## config.mk

```make
export PLATFORM = sky130hd
export DESIGN_NAME = cpu_lifecycle_table_unit
export DESIGN_NICKNAME = d
export VERILOG_FILES = /design/src/rtl/core/clt_pkg.sv /design/src/rtl/core/clt_entry_store.sv /design/src/rtl/core/clt_update.sv /design/src/rtl/core/cpu_lifecycle_table_unit.sv
export SDC_FILE = /design/constraint.sdc
export NUM_CORES = 2
export LEC_CHECK = 0
export BUFFER_PORTS_ARGS = -buffer_cell sky130_fd_sc_hd__buf_2
export CAP_MARGIN = 20
export CORE_MARGIN = 5
export CORE_UTILIZATION = 39
export DETAILED_ROUTE_END_ITERATION = 10
export GPL_TIMING_DRIVEN = 0
export SLEW_MARGIN = 10
export SYNTH_ARGS = -nofsm -noshare
export SYNTH_HDL_FRONTEND = slang
export SYNTH_SLANG_ARGS = --single-unit
```

## constraint.sdc

```tcl
create_clock -name clk -period 6.4 [get_ports clk]
set_input_delay 0 -clock clk [delete_from_list [all_inputs] [get_ports clk]]
set_output_delay 0 -clock clk [all_outputs]
set_load 0.02 [all_outputs]
```

## src/rtl/core/clt_pkg.sv

```systemverilog
// ----------------------------------------------------------------------------
// clt_pkg
// Shared types, constants and helpers for the CPU lifecycle table.
// ----------------------------------------------------------------------------
package clt_pkg;

	localparam int MAX_CPU_SLOTS = 64;
	localparam int IDX_W         = $clog2(MAX_CPU_SLOTS);
	localparam int CNT_W         = IDX_W + 1;
	localparam int GEN_W         = 32;
	localparam int ST_W          = 3;

	typedef enum logic [ST_W-1:0] {
		ST_OFFLINE  = 3'd0,
		ST_POSSIBLE = 3'd1,
		ST_STARTED  = 3'd2,
		ST_READY    = 3'd3,
		ST_ONLINE   = 3'd4,
		ST_FAILED   = 3'd5
	} lc_state_t;

	typedef struct packed {
		logic [IDX_W-1:0] cpu_index;
		logic [ST_W-1:0]  expected_state;
		logic [ST_W-1:0]  next_state;
	} clt_req_t;

	typedef struct packed {
		logic                     accepted;
		logic [ST_W-1:0]          current_state;
		logic [GEN_W-1:0]         current_generation;
		logic [MAX_CPU_SLOTS-1:0] started_mask;
		logic [MAX_CPU_SLOTS-1:0] online_mask;
	} clt_rsp_t;

	typedef struct packed {
		logic [ST_W-1:0]  state;
		logic [GEN_W-1:0] gen;
	} clt_entry_t;

	function automatic clt_entry_t reset_entry(input logic [IDX_W-1:0] idx);
		clt_entry_t e;
		if (idx == '0) begin
			e.state = ST_ONLINE;
			e.gen   = GEN_W'(2);
		end else begin
			e.state = ST_POSSIBLE;
			e.gen   = GEN_W'(1);
		end
		return e;
	endfunction

	function automatic logic legal_move(input logic [ST_W-1:0] from_st,
	                                    input logic [ST_W-1:0] to_st);
		logic ok;
		ok = ((from_st == ST_OFFLINE)  && (to_st == ST_POSSIBLE)) ||
		     ((from_st == ST_POSSIBLE) && (to_st == ST_STARTED))  ||
		     ((from_st == ST_STARTED)  && (to_st == ST_READY))    ||
		     ((from_st == ST_READY)    && (to_st == ST_ONLINE))   ||
		     (((from_st == ST_POSSIBLE) || (from_st == ST_STARTED) ||
		       (from_st == ST_READY)) && (to_st == ST_FAILED));
		return ok;
	endfunction

endpackage

```

## src/rtl/core/clt_entry_store.sv

```systemverilog
// ----------------------------------------------------------------------------
// clt_entry_store
// Per-CPU state/generation memory: registered read, one write port,
// valid bits standing in for reset values, write-to-read forwarding.
// ----------------------------------------------------------------------------
module clt_entry_store (
	input  logic                      clk,
	input  logic                      arst_n,
	input  logic                      rd_en,
	input  logic [clt_pkg::IDX_W-1:0] rd_idx,
	output clt_pkg::clt_entry_t       rd_entry,
	input  logic                      wr_en,
	input  logic [clt_pkg::IDX_W-1:0] wr_idx,
	input  clt_pkg::clt_entry_t       wr_entry
);

	clt_pkg::clt_entry_t               mem [clt_pkg::MAX_CPU_SLOTS];
	logic [clt_pkg::MAX_CPU_SLOTS-1:0] vld_q;
	clt_pkg::clt_entry_t               rd_data_q;
	clt_pkg::clt_entry_t               fwd_data_q;
	logic [clt_pkg::IDX_W-1:0]         rd_idx_q;
	logic                              rd_vld_q;
	logic                              fwd_hit_q;

	always_ff @(posedge clk) begin
		if (wr_en) begin
			mem[wr_idx] <= wr_entry;
		end
		if (rd_en) begin
			rd_data_q  <= mem[rd_idx];
			fwd_data_q <= wr_entry;
			rd_idx_q   <= rd_idx;
		end
	end

	always_ff @(posedge clk or negedge arst_n) begin
		if (!arst_n) begin
			vld_q     <= '0;
			rd_vld_q  <= 1'b0;
			fwd_hit_q <= 1'b0;
		end else begin
			if (wr_en) begin
				vld_q[wr_idx] <= 1'b1;
			end
			if (rd_en) begin
				rd_vld_q  <= vld_q[rd_idx];
				fwd_hit_q <= wr_en && (wr_idx == rd_idx);
			end
		end
	end

	always_comb begin
		if (fwd_hit_q) begin
			rd_entry = fwd_data_q;
		end else if (rd_vld_q) begin
			rd_entry = rd_data_q;
		end else begin
			rd_entry = clt_pkg::reset_entry(rd_idx_q);
		end
	end

endmodule

```

## src/rtl/core/clt_update.sv

```systemverilog
// ----------------------------------------------------------------------------
// clt_update
// Checks one request against the stored entry and builds the new entry,
// the new masks and the response.
// ----------------------------------------------------------------------------
module clt_update (
	input  clt_pkg::clt_req_t                  req,
	input  clt_pkg::clt_entry_t                entry,
	input  logic [clt_pkg::CNT_W-1:0]          cpu_total,
	input  logic [clt_pkg::MAX_CPU_SLOTS-1:0]  started_cur,
	input  logic [clt_pkg::MAX_CPU_SLOTS-1:0]  online_cur,
	output logic                               apply,
	output clt_pkg::clt_entry_t                entry_new,
	output logic [clt_pkg::MAX_CPU_SLOTS-1:0]  started_new,
	output logic [clt_pkg::MAX_CPU_SLOTS-1:0]  online_new,
	output clt_pkg::clt_rsp_t                  rsp
);

	logic                              idx_ok;
	logic [clt_pkg::MAX_CPU_SLOTS-1:0] bit_sel;

	// a count above the slot total covers every index, so no clamp is needed
	assign idx_ok  = {1'b0, req.cpu_index} < cpu_total;
	assign bit_sel = clt_pkg::MAX_CPU_SLOTS'(1) << req.cpu_index;
	assign apply   = idx_ok && clt_pkg::legal_move(req.expected_state, req.next_state) &&
	                 (entry.state == req.expected_state);

	always_comb begin
		entry_new.state = req.next_state;
		entry_new.gen   = entry.gen + clt_pkg::GEN_W'(1);
		started_new     = started_cur;
		online_new      = online_cur;
		if (apply) begin
			if (req.next_state == clt_pkg::ST_STARTED) begin
				started_new = started_cur | bit_sel;
			end else if (req.next_state == clt_pkg::ST_ONLINE) begin
				online_new = online_cur | bit_sel;
			end else if (req.next_state == clt_pkg::ST_FAILED) begin
				started_new = started_cur & ~bit_sel;
				online_new  = online_cur & ~bit_sel;
			end
		end
	end

	always_comb begin
		rsp.accepted     = apply;
		rsp.started_mask = started_new;
		rsp.online_mask  = online_new;
		if (!idx_ok) begin
			rsp.current_state      = clt_pkg::ST_OFFLINE;
			rsp.current_generation = '0;
		end else if (apply) begin
			rsp.current_state      = entry_new.state;
			rsp.current_generation = entry_new.gen;
		end else begin
			rsp.current_state      = entry.state;
			rsp.current_generation = entry.gen;
		end
	end

endmodule

```

## src/rtl/core/cpu_lifecycle_table_unit.sv

```systemverilog
// ----------------------------------------------------------------------------
// cpu_lifecycle_table_unit
// Per-CPU lifecycle state and generation table with started/online masks.
// ----------------------------------------------------------------------------
// Takes one request transaction per cycle unless a stalled response blocks
// the input, and presents one response for each in the response register.
// The accepting edge reads the CPU's entry from a memory with a registered
// read; the first stage then checks and applies the move, and the edge that
// advances it writes the entry back and loads the response register. A
// stalled response holds the request in the first stage and stalls the input.
// A request to the CPU being written in the same cycle is served by forwarding,
// so back-to-back requests to one CPU see each other's updates. The table
// holds its reset contents immediately after reset. The user must write the
// CPU count only while no request is outstanding; the block does not enforce it.
// ----------------------------------------------------------------------------
module cpu_lifecycle_table_unit (
	input  logic                      clk,
	input  logic                      arst_n,
	input  logic                      req_valid,
	output logic                      req_ready,
	input  clt_pkg::clt_req_t         req,
	output logic                      rsp_valid,
	input  logic                      rsp_ready,
	output clt_pkg::clt_rsp_t         rsp,
	input  logic                      cfg_we,
	input  logic [clt_pkg::CNT_W-1:0] cfg_data
);

	logic                              s1_valid_q;
	clt_pkg::clt_req_t                 req_s1;
	logic                              rsp_valid_q;
	clt_pkg::clt_rsp_t                 rsp_q;
	logic [clt_pkg::CNT_W-1:0]         cpu_total_q;
	logic [clt_pkg::MAX_CPU_SLOTS-1:0] started_q;
	logic [clt_pkg::MAX_CPU_SLOTS-1:0] online_q;

	logic                              advance;
	logic                              take;
	logic                              apply;
	clt_pkg::clt_entry_t               entry_rd;
	clt_pkg::clt_entry_t               entry_new;
	logic [clt_pkg::MAX_CPU_SLOTS-1:0] started_new;
	logic [clt_pkg::MAX_CPU_SLOTS-1:0] online_new;
	clt_pkg::clt_rsp_t                 rsp_new;

	assign advance   = s1_valid_q && (!rsp_valid_q || rsp_ready);
	assign req_ready = !s1_valid_q || advance;
	assign take      = req_valid && req_ready;
	assign rsp_valid = rsp_valid_q;
	assign rsp       = rsp_q;

	clt_entry_store u_store (
		.clk      (clk),
		.arst_n   (arst_n),
		.rd_en    (take),
		.rd_idx   (req.cpu_index),
		.rd_entry (entry_rd),
		.wr_en    (advance && apply),
		.wr_idx   (req_s1.cpu_index),
		.wr_entry (entry_new)
	);

	clt_update u_update (
		.req         (req_s1),
		.entry       (entry_rd),
		.cpu_total   (cpu_total_q),
		.started_cur (started_q),
		.online_cur  (online_q),
		.apply       (apply),
		.entry_new   (entry_new),
		.started_new (started_new),
		.online_new  (online_new),
		.rsp         (rsp_new)
	);

	always_ff @(posedge clk) begin
		if (take) begin
			req_s1 <= req;
		end
		if (advance) begin
			rsp_q <= rsp_new;
		end
	end

	always_ff @(posedge clk or negedge arst_n) begin
		if (!arst_n) begin
			s1_valid_q  <= 1'b0;
			rsp_valid_q <= 1'b0;
			cpu_total_q <= clt_pkg::CNT_W'(1);
			started_q   <= clt_pkg::MAX_CPU_SLOTS'(1);
			online_q    <= clt_pkg::MAX_CPU_SLOTS'(1);
		end else begin
			if (take || advance) begin
				s1_valid_q <= take;
			end
			if (advance) begin
				rsp_valid_q <= 1'b1;
				started_q   <= started_new;
				online_q    <= online_new;
			end else if (rsp_ready) begin
				rsp_valid_q <= 1'b0;
			end
			if (cfg_we) begin
				cpu_total_q <= cfg_data;
			end
		end
	end

endmodule

```

==> results.sh <==
export IMPL_status="completed"
export IMPL_io_pins=190
export IMPL_cts_made_buffers=286
export IMPL_max_stage_delay_ns=0.58
export IMPL_maxSlewViolCount=0
export IMPL_synth_net_count=5146
export IMPL_grt_max_degree=112
export IMPL_synth_edff_count=2486
export IMPL_antenna_found_initial=12
export IMPL_tightest_slew_ns=1.242
export IMPL_core_area_um2=270300
export IMPL_port_buffers=189
export IMPL_dr_pass1_iters=7
export IMPL_min_from="req[7]"
export IMPL_synthCells=5116
export IMPL_fillers=22300
export IMPL_place_gp_congestion=0.9875
export IMPL_ir_drop_mv=0.2017
export IMPL_ys_seq_elements=2689
export IMPL_worstSetupPathType="flop to flop"
export IMPL_fin_skew_ns=0.06533
export IMPL_async_flop_share_pct=7.549
export IMPL_p_per_area_nw_per_um2=290.5
export IMPL_multi_input_comb_area_um2=25030
export IMPL_initial_core_util_pct=39.07
export IMPL_slew_headroom_pct=17.19
export IMPL_rsz0062_at_grt="false"
export IMPL_power_leakage_nw=45.69
export IMPL_synth_flop_cell="edfxtp_1"
export IMPL_setup_worst_path_start_class="flop"
export IMPL_drive_gt1_share_pct=30.73
export IMPL_clk_latency_ns=0.94
export IMPL_area_growth_pct=19.54
export IMPL_drtIter0Drc=7989
export IMPL_synthDistinctLibCells=72
export IMPL_rrSetupSlack_ns=0.56
export IMPL_dieArea_um2=281300
export IMPL_finalPower_w=0.03667
export IMPL_die_h_um=530.4
export IMPL_path_cells="buf_6 > buf_12 > buf_6 > buf_4 > clkbuf_1 > clkbuf_1 > buf_1 > nand2_1 > o21ai_0 > ha_4 > nand4b_1 > a22oi_2 > nand3_1 > or3_1 > xnor2_2 > buf_6 > buf_8 > buf_6"
export IMPL_fin_crit_ns=5.843
export IMPL_seq_area_frac_synth_pct=75.51
export IMPL_routed_wirelength_mm=321.6
export IMPL_worstPathMaxFanout=21
export IMPL_cts_tree="built"
export IMPL_drv_cap=0
export IMPL_hold_viol_final=0
export IMPL_reg2reg_from="u_store.fwd_hit_q$_DFFE_PN0P_"
export IMPL_min_period_over_period_pct=91.30
export IMPL_timing_fmax_ghz=0.1711
export IMPL_final_setup_viol_count=0
export IMPL_cp_data_arrival_time_ns=6.59
export IMPL_rows=191
export IMPL_hold_depth=2
export IMPL_ff_latch_area_um2=79740
export IMPL_wire_per_inst_um=32.53
export IMPL_grt_usage_pct=22.63
export IMPL_post_route_drc_count=0
export IMPL_cts_root_buf="clkbuf_16"
export IMPL_clockBufferDepth=4
export IMPL_ys_warnings_count=0
export IMPL_final_common_cell="edfxtp_1"
export IMPL_r2r_end="u_store.mem[4][20]$_DFFE_PP_"
export IMPL_hp_class="input port to flop"
export IMPL_syn_area_per_cell_um2=20.64
export IMPL_num_vias=58920
export IMPL_htree_levels=5
export IMPL_final_antenna_net_count=0
export IMPL_layout_common_cells="edfxtp_1 (2486), mux4_2 (672), clkbuf_16 (294)"
export IMPL_dpl_hpwl_mm=234.6
export IMPL_r2r_cells=18
export IMPL_grt_pass1_wl_mm=450.2
export IMPL_synth_area_um2=105600
export IMPL_die_w_um=530.4
export IMPL_gr_total_overflow=0
export IMPL_cts_clk_slew_worst_paths_ns=0.06
export IMPL_hold_end="u_store.rd_idx_q[1]$_DFFE_PP_"
export IMPL_crit_path_end_kind="flop"
export IMPL_crit_top_cell="buf_6"
export IMPL_critPathRequiredTime_ns=7.15
export IMPL_vias_per_cell=5.959
export IMPL_fin_tns_setup_ns=0
export IMPL_nNetsFinal=6142
export IMPL_worst_path_max_delay_cell="xnor2_2"
export IMPL_grt_pass1_vias=57520
export IMPL_cts_sinks=2689
export IMPL_postCtsSetupRepairBufs=0
==> worst max-delay path by stage <==
stage,slack [ns],cells past startpoint,startpoint,endpoint
after floorplan,0.41,9,req_s1[0]$_DFFE_PP_,u_store.mem[39][0]$_DFFE_PP_
after global placement,-5.16,9,req_s1[0]$_DFFE_PP_,u_store.mem[46][0]$_DFFE_PP_
after detailed placement,0.44,18,u_store.fwd_hit_q$_DFFE_PN0P_,u_store.mem[39][20]$_DFFE_PP_
after CTS,0.40,18,u_store.fwd_hit_q$_DFFE_PN0P_,u_store.mem[38][20]$_DFFE_PP_
after global routing,0.26,18,u_store.fwd_hit_q$_DFFE_PN0P_,u_store.mem[38][20]$_DFFE_PP_
final,0.56,18,u_store.fwd_hit_q$_DFFE_PN0P_,u_store.mem[4][20]$_DFFE_PP_
==> timing repair <==
item                                   CTS  global route
setup endpoints to repair                0            20
endpoints found under the hold margin  234             0
hold buffers                            58             0
resized for setup                        0             1
==> cell usage after synthesis, drive strengths merged, types with 8 or more instances <==
master	count	share of area [%]
xnor2	30	0.25
buf	153	0.65
nand4b	11	0.091
o221ai	23	0.19
nor3	72	0.35
o2bb2ai	24	0.20
or4	8	0.057
dfrtp	200	4.7
o41ai	190	1.6
nor4	11	0.065
o21ai	199	0.94
nand4	44	0.26
nor2	104	0.37
inv	15	0.053
o21bai	47	0.33
a22oi	69	0.50
mux4	672	14
and3	10	0.059
and2	13	0.077
xor2	12	0.10
o31ai	9	0.064
nand3	32	0.15
a22o	44	0.36
nand2b	8	0.047
clkbuf	200	0.71
edfxtp	2486	71
a21oi	69	0.33
nand2	148	0.53
a21o	26	0.18
nand3b	15	0.11
mux2i	48	0.45
mux2	51	0.54
==> sequential cells by signal (all words and copies together) (netlist names), 6 cells and up <==
| name | count |
|---|---|
| u_store.rd_idx_q | 6 |
| u_store.vld_q | 64 |
| cpu_total_q | 7 |
| u_store.rd_data_q | 35 |
| rsp | 164 |
| u_store.mem | 2240 |
| u_store.fwd_data_q | 35 |
| req_s1 | 6 |
| started_q | 64 |
| online_q | 64 |
==> final cells by class <==
| class | count | area share, % |
|---|---|---|
| multi-input cells | 2059 | 19.83 |
| inverters | 15 | 0.05253 |
| flip-flops and latches | 2689 | 63.17 |
| clock buffers | 350 | 6.035 |
| plain buffers | 353 | 1.148 |
| well taps | 3570 | 3.539 |
| diodes | 7 | 0.01388 |
| repair buffers | 708 | 5.270 |
| clock inverters | 136 | 0.9436 |
==> where the power goes <==
group          internal, W  switching (W)  total [W]
Clock              0.00923        0.00663     0.0159
Combinational     0.000505        0.00109    0.00159
Sequential          0.0192      0.0000639     0.0192
Total               0.0289        0.00778     0.0367
==> logic make-up after synthesis <==
logic type      count (synthesis)  synth area share, %
flops                        2689                75.51
buf+inv                       368                1.415
compound gates                728                4.909
simple gates                  512                2.419
fa+ha+maj                       6              0.07109
mux                           771                15.33
xor+xnor                       42               0.3483
==> critical path, delay by kind of cell (launching register included) <==
kind | cells | cell delay, ns
flip-flops | 1 | 0.47
AO/OA/AOI/OAI | 2 | 0.71
AND/OR/NAND/NOR | 4 | 0.93
buffers and inverters | 10 | 2.64
adder cells (fa/ha/maj) | 1 | 0.26
XOR/XNOR | 1 | 0.58
==> layer usage <==
layer	GRT usage, %	vias to the layer above	wire [um]
li1	-	23650	-
met1	31.88	31460	128600
met2	34.83	3239	147700
met3	4.758	564	31780
met4	8.624	2	13560
met5	0	-	13
==> metrics by stage <==
step | util (%) | std cells | hold WS, ns | area [um2] | worst slack, ns
after floorplan | - | 5116 | -0.2956 | 105600 | 0.4149
after global placement | 41.07 | 8875 | 0.1969 | 111000 | -5.165
after detailed placement | 43.14 | 9319 | -0.09205 | 116600 | 0.4397
after CTS | 46.61 | 9863 | 0.05105 | 126000 | 0.4029
after global routing | 46.70 | 9881 | 0.06934 | 126200 | 0.2598
final | 46.70 | 9887 | 0.1120 | 126200 | 0.5565
(Power assumes the default switching activity.)
